--- src/design/lmrd_pkg.sv ---
package lmrd_pkg;

  // Row memory depth; taken to be a power of two so that column indices wrap.
  localparam int MAX_WIDTH   = 1024;
  localparam int MARKER_SPAN = 10;

  localparam int COL_W       = $clog2(MAX_WIDTH);
  localparam int CNT_W       = COL_W + 1;

  localparam int PIX_W       = 24;
  localparam int ROW_W       = 10;
  localparam int SUM_W       = 10;
  localparam int EDGE_W      = 10;
  localparam int LINE_W      = 11;

  localparam int CFG_WIDTH_W = 11;
  localparam int CFG_HGT_W   = 11;
  localparam int CFG_LVL_W   = 10;
  localparam int CFG_IDX_W   = 2;
  localparam int CFG_DATA_W  = 11;

  // Wide enough for both the configured width and the memory depth itself.
  localparam int EXT_W = (CNT_W > CFG_WIDTH_W) ? CNT_W : CFG_WIDTH_W;

  localparam logic [CFG_WIDTH_W-1:0] RST_WIDTH  = CFG_WIDTH_W'(640);
  localparam logic [CFG_HGT_W-1:0]   RST_HEIGHT = CFG_HGT_W'(480);
  localparam logic [CFG_LVL_W-1:0]   RST_FLOOR  = CFG_LVL_W'(180);
  localparam logic [CFG_LVL_W-1:0]   RST_DELTA  = CFG_LVL_W'(30);

  typedef enum logic [CFG_IDX_W-1:0] {
    REG_WIDTH,
    REG_HEIGHT,
    REG_FLOOR,
    REG_DELTA
  } reg_idx_t;

  typedef enum logic [2:0] {
    OP_NONE,
    OP_PEAK,
    OP_NBR,
    OP_RISE_FIRST,
    OP_RISE
  } rd_op_t;

  typedef struct packed {
    logic [CFG_WIDTH_W-1:0] width;
    logic [CFG_HGT_W-1:0]   height;
    logic [CFG_LVL_W-1:0]   floor;
    logic [CFG_LVL_W-1:0]   delta;
  } cfg_t;

  typedef struct packed {
    logic   write_en;
    logic   capture;
    logic   ptr_clr;
    logic   ptr_rise;
    logic   ptr_inc;
    logic   rd_en;
    logic   rd_nbr;
    rd_op_t op;
    logic   side;
    logic   commit;
  } cmd_t;

  typedef struct packed {
    logic scan_empty;
    logic scan_last;
    logic gate_ok;
    logic rise_last;
    logic hit_l;
    logic hit_r;
  } sts_t;

endpackage

--- src/design/lmrd_ctrl.sv ---
module lmrd_ctrl
  import lmrd_pkg::*;
(
  input  logic clk,
  input  logic rst_n,
  input  logic in_valid,
  input  logic in_end_of_row,
  output logic in_ready,
  output logic out_valid,
  input  logic out_ready,
  input  sts_t sts,
  output cmd_t cmd
);

  typedef enum logic [3:0] {
    S_IN,
    S_SCAN,
    S_DRAIN,
    S_JUDGE,
    S_RISE0,
    S_RISE,
    S_RWAIT,
    S_DECIDE,
    S_OUT_L,
    S_OUT_R
  } state_t;

  state_t state_r, state_nxt;
  logic   side_r, side_nxt;
  logic   accept;

  assign accept = in_valid && in_ready;
  assign in_ready = (state_r == S_IN);

  always_comb begin
    state_nxt = state_r;
    side_nxt  = side_r;
    cmd       = '0;
    cmd.op    = OP_NONE;
    cmd.side  = side_r;
    out_valid = 1'b0;
    case (state_r)
      S_IN: begin
        cmd.write_en = accept;
        if (accept && in_end_of_row) begin
          cmd.capture = 1'b1;
          cmd.ptr_clr = 1'b1;
          side_nxt    = 1'b0;
          state_nxt   = S_SCAN;
        end
      end
      S_SCAN: begin
        if (sts.scan_empty) begin
          state_nxt = S_JUDGE;
        end else begin
          cmd.rd_en   = 1'b1;
          cmd.op      = OP_PEAK;
          cmd.ptr_inc = 1'b1;
          if (sts.scan_last) begin
            state_nxt = S_DRAIN;
          end
        end
      end
      S_DRAIN: begin
        state_nxt = S_JUDGE;
      end
      S_JUDGE: begin
        if (sts.gate_ok) begin
          cmd.rd_en    = 1'b1;
          cmd.rd_nbr   = 1'b1;
          cmd.op       = OP_NBR;
          cmd.ptr_rise = 1'b1;
          state_nxt    = S_RISE0;
        end else if (side_r) begin
          state_nxt = S_OUT_L;
        end else begin
          side_nxt = 1'b1;
        end
      end
      S_RISE0: begin
        cmd.rd_en   = 1'b1;
        cmd.op      = OP_RISE_FIRST;
        cmd.ptr_inc = 1'b1;
        state_nxt   = S_RISE;
      end
      S_RISE: begin
        cmd.rd_en   = 1'b1;
        cmd.op      = OP_RISE;
        cmd.ptr_inc = 1'b1;
        if (sts.rise_last) begin
          state_nxt = S_RWAIT;
        end
      end
      S_RWAIT: begin
        state_nxt = S_DECIDE;
      end
      S_DECIDE: begin
        cmd.commit = 1'b1;
        if (side_r) begin
          state_nxt = S_OUT_L;
        end else begin
          side_nxt  = 1'b1;
          state_nxt = S_JUDGE;
        end
      end
      S_OUT_L: begin
        cmd.side  = 1'b0;
        out_valid = sts.hit_l;
        if (!sts.hit_l || out_ready) begin
          state_nxt = S_OUT_R;
        end
      end
      S_OUT_R: begin
        cmd.side  = 1'b1;
        out_valid = sts.hit_r;
        if (!sts.hit_r || out_ready) begin
          state_nxt = S_IN;
        end
      end
      default: begin
        state_nxt = S_IN;
      end
    endcase
  end

  always_ff @(posedge clk) begin
    if (!rst_n) begin
      state_r <= S_IN;
      side_r  <= 1'b0;
    end else begin
      state_r <= state_nxt;
      side_r  <= side_nxt;
    end
  end

endmodule

--- config.mk ---
export PLATFORM = sky130hd
export DESIGN_NAME = lmrd_ctrl
export DESIGN_NICKNAME = d
export VERILOG_FILES = /design/src/design/lmrd_pkg.sv /design/src/design/lmrd_ctrl.sv
export SDC_FILE = /design/constraint.sdc
export NUM_CORES = 1
export LEC_CHECK = 0
export ABC_AREA = 1
export BUFFER_PORTS_ARGS = -buffer_cell sky130_fd_sc_hd__buf_2
export CORE_UTILIZATION = 39
export CTS_BUF_LIST = sky130_fd_sc_hd__clkbuf_16
export CTS_CLUSTER_DIAMETER = 80
export DETAILED_ROUTE_END_ITERATION = 10
export HOLD_SLACK_MARGIN = 0.06
export PLACE_DENSITY = 0.73
export SYNTH_ARGS = -nofsm -noshare
export SYNTH_HDL_FRONTEND = slang
export SYNTH_SLANG_ARGS = --single-unit
--- constraint.sdc ---
create_clock -name clk -period 1.35 [get_ports clk]
set_clock_uncertainty 0.15 [all_clocks]
set_input_delay 0.135 -clock clk [delete_from_list [all_inputs] [get_ports clk]]
set_output_delay 0.135 -clock clk [all_outputs]
set_load 0.05 [all_outputs]
==> run metrics, run 1 <==
Num Clock Sinks 5; die height 38 um; Starting Density 43.7%; Syn Inst Count 89; routability cong. 0.838; Yosys top cell area share 19.8%; Area contributors post-synth dfxtp_1, nand2_1, nand3_1, nor2_1, inv_1; synthesized area 505 sq um; Log Error [ERROR DPL-0033] detailed placement checks failed during check placement.; Root Driver clkbuf_16; area leader, netlist dfxtp_1; Placed Cells between 100 and 150; port buffer count 24; hold buffers post-CTS 1; clock buffer count from CTS 3; post-CTS setup buffers 8; syn_nets 100; Ys Warns 0; Max Buffers Root-to-Sink 2; Yosys reg bits 5; outcome aborted with a tool error; count of cell types in the netlist 16; Cell Rows 12; post-synthesis sequential area ratio 19.8%; dpl hpwl 1220 um; Top Ports 25; Die X 38 um; Avg Synthesized Cell Area ~5.7 sq um; post_cts resized 62; Fail Step 4_1_cts; htree depth 1
==> cell usage after synthesis <==
master	n
inv_1	12
nand2_1	20
nand2_2	1
nand3_1	12
nor2_2	3
nand3b_1	2
o21ai_1	1
xor2_1	1
a21oi_1	5
a21oi_2	1
inv_2	4
nor2_4	4
nor2_1	15
buf_4	2
o22ai_1	1
dfxtp_1	5
==> kinds of logic after synthesis <==
kind of cell              Yosys count  share of synthesized area [%]
AOI/OAI and AO/OA                   8                           8.91
and+or+nand+nor                    57                           54.7
DFF                                 5                           19.8
xor gates and xnor gates            1                           1.73
buffers and inverters              18                           14.8
==> per-stage QoR <==
stage / hold slack [ps] / setup slack, ps / instance area [sq um] / setup TNS [ps]
2_1_floorplan: 98.4 / -381 / 566 / -843
3_3_place_gp: 232 / -84.5 / 790 / -655
3_5_place_dp: 243 / -78.3 / 790 / -775
==> run 2, diff against run 1 <==
==> config.mk (replaced) <==
export PLATFORM = sky130hd
export DESIGN_NAME = lmrd_ctrl
export DESIGN_NICKNAME = d
export VERILOG_FILES = /design/src/design/lmrd_pkg.sv /design/src/design/lmrd_ctrl.sv
export SDC_FILE = /design/constraint.sdc
export NUM_CORES = 1
export LEC_CHECK = 0
export ABC_AREA = 1
export BUFFER_PORTS_ARGS = -buffer_cell sky130_fd_sc_hd__buf_2
export CORE_AREA = 2 2 63 65
export DETAILED_ROUTE_END_ITERATION = 10
export DIE_AREA = 0 0 65 67
export PLACE_DENSITY_LB_ADDON = 0.15
export SYNTH_ARGS = -nofsm -noshare
export SYNTH_HDL_FRONTEND = slang
export SYNTH_SLANG_ARGS = --single-unit
==> constraint.sdc (replaced) <==
create_clock -name clk -period 1.76 [get_ports clk]
set_clock_uncertainty 0.15 [all_clocks]
set_input_delay 0.176 -clock clk [delete_from_list [all_inputs] [get_ports clk]]
set_output_delay 0.176 -clock clk [all_outputs]
set_load 0.05 [all_outputs]
==> run 2 against run 1 <==
Effect of this change:
- the run now ends clean
- synthesized cell count unchanged
- synthesized area stayed put
==> run metrics, run 2 <==
Die X 65 um; Num Clock Sinks 5; Vias/cell 3.73; synthesis-to-finish area growth 57.2%; P per Cell Area roughly 1800 mW/mm^2; htree depth 1; Vias a little over 600; Critical Path End Type output port; Min Hold Slack around 50 ps; WS Path Type flip-flop to output port; synthesized area 505 sq um; CP arrival 1330 ps; most frequent cells in the layout nand2_1, buf_2, nor2_1, nand3_1, inv_1; R2R setup slack 340 ps; port buffer count 24; Finish-stage setup viols 0; Yosys top cell area share 19.8%; wire per inst 9.52 um; initial antenna violation count 0; Max Cap Violations 0; largest net degree at the start of global routing 8; worst r2r dst state_r[0]; Max Used Layer met3; n_diodes 0; Yosys reg bits 5; Worst-path clk slew around 30 ps; Startpoint Class flip-flop; commonest non-fill, non-tap cell in the layout nand2_1; Worst slew margin 83.5%; WL met1 754 um; outcome finished clean; setup TNS 0 ps; Met3 Wirelength 98 um; area leader, netlist dfxtp_1; Root Driver clkbuf_8; nets@finish 130; vias in the first global route 569; fin util between 20% and 30%; DRT Wirelength 1580 um; Die ar. 0.00436 sq mm; Top Ports 25; Avg Synthesized Cell Area around 5.7 sq um; max reg flops 4; die height around 67 um; Hold Path Stages 3; most common cell in the netlist nand2_1; Post-synth EDFFs 0; RSZ-0062 raised after global routing no; initial drt markers 19; Overflow after GRT 0; VDD IR-drop max 0.293 mV; count of cell types in the netlist 16; final slew viol count 0; Final ANT Viol Nets 0; Syn Inst Count 89; Clock Latency Late Sink 220 ps; Worst EP required 1430 ps; Tcrit/Tclk final between 90% and 100%; Area contributors post-synth dfxtp_1, nand2_1, nand3_1, nor2_1, inv_1; Synth top cells by count nand2_1, nor2_1, inv_1, nand3_1; CTS tree yes; clock buffer count from CTS 3; reg2reg path depth 8; routability cong. 0.800; Leak 0.437 nW; final hold violations 0; Top Registers state_r x4, side_r x1; post-synthesis sequential area ratio 19.8%; Cell Rows 22; first-pass GRT wire length 2570 um; Max Fclk 0.605 GHz; Largest Register state_r; Final Critical Period roughly 1700 ps; Hold Path Sink state_r[3]; Max Buffers Root-to-Sink 2; Initial DRT Pass Iterations 5; Starting Density 14.0%; worst slew pin tran 248 ps; Core Area 0.00361 sq mm; Synth async-reset ratio 0%; syn_nets 100; CP Max Fanout 6; wire length on met2 between 700 and 800 um; pre-CTS WS between 150 and 200 ps; Min-Delay Path Class primary input to flip-flop; ys flop type dfxtp_1; GRT Resource Usage Total 7.76%; smallest setup slack after layout 106 ps; Hold Startpoint rst_n; DRC violations left 0; reg2reg start state_r[2]; dpl hpwl 1340 um; fraction of layout cells with a size suffix above 1 between 40 and 50%; Ys Warns 0
-- run 2: cell counts after synthesis --
Identical to the previous run, type by type.
-- run 2: cell families after synthesis --
kind of cell	share of synthesized area, %
flops	19.8
simple gates	54.7
xor+xnor	1.73
compound gates	8.91
buf+inv	14.8
-- run 2: repair_timing --
| action | 4_1_cts | 5_1_grt |
|---|---|---|
| pin swaps | 0 | 1 |
| buffers inserted | 0 | 2 |
| resized for setup | 3 | 13 |
| endpoints found under the setup margin | 4 | 11 |
| hold buffers | 0 | 0 |
-- run 2: routing by layer --
metal / track usage [%] / up-vias
met2: 12.0 / 16
li1: - / 330
met5: 0 / -
met3: 3.04 / 0
met4: 2.39 / 0
met1: 9.85 / 273
-- run 2: per-stage QoR --
step                cell area [sq um]  instances  power [mW]
floorplan                         536         89       0.993
finish                            795        166        1.45
detailed placement                701        160        1.18
global route                      795        166        1.57
CTS                               752        164        1.40
global placement                  701        160        1.19
-- run 2: where the power goes --
part | switching [mW] | internal, mW | leakage [nW]
Combinational | 0.703 | 0.309 | 0.372
Sequential | 0.0749 | 0.156 | 0.0424
Clock | 0.0527 | 0.155 | 0.0228
Total | 0.830 | 0.621 | 0.437
-- run 2: critical path, cell delays in order (launching register included) --
cell	delay (ps)
dfxtp_2	350
nor2_4	190
nand2_2	110
nor2_4	130
nand2_2	80
clkinvlp_4	70
buf_4	180
-- run 2: area by class of cell --
| type | count | area, sq um |
|---|---|---|
| Tap cell | 48 | 60.1 |
| Timing Repair Buffer | 27 | 161 |
| Inverter | 16 | 63.8 |
| Sequential cell | 5 | 105 |
| Fill cell | 423 | 2810 |
| Multi-Input combinational cell | 66 | 359 |
| Clock buffer | 4 | 45.0 |
-- run 2: worst max path at each step --
| stage | startpoint | to | slack [ps] | cells past startpoint |
|---|---|---|---|---|
| 2_1_floorplan | state_r[3] | cmd[10] | -40 | 6 |
| 5_1_grt | state_r[0] | cmd[7] | 6 | 5 |
| 3_3_place_gp | state_r[2] | cmd[3] | 160 | 7 |
| 4_1_cts | state_r[1] | cmd[10] | -30 | 6 |
| 6_report | state_r[2] | cmd[10] | 110 | 6 |
| 3_5_place_dp | state_r[2] | cmd[3] | 150 | 7 |
Note: power is estimated with default switching activity, not from simulation.
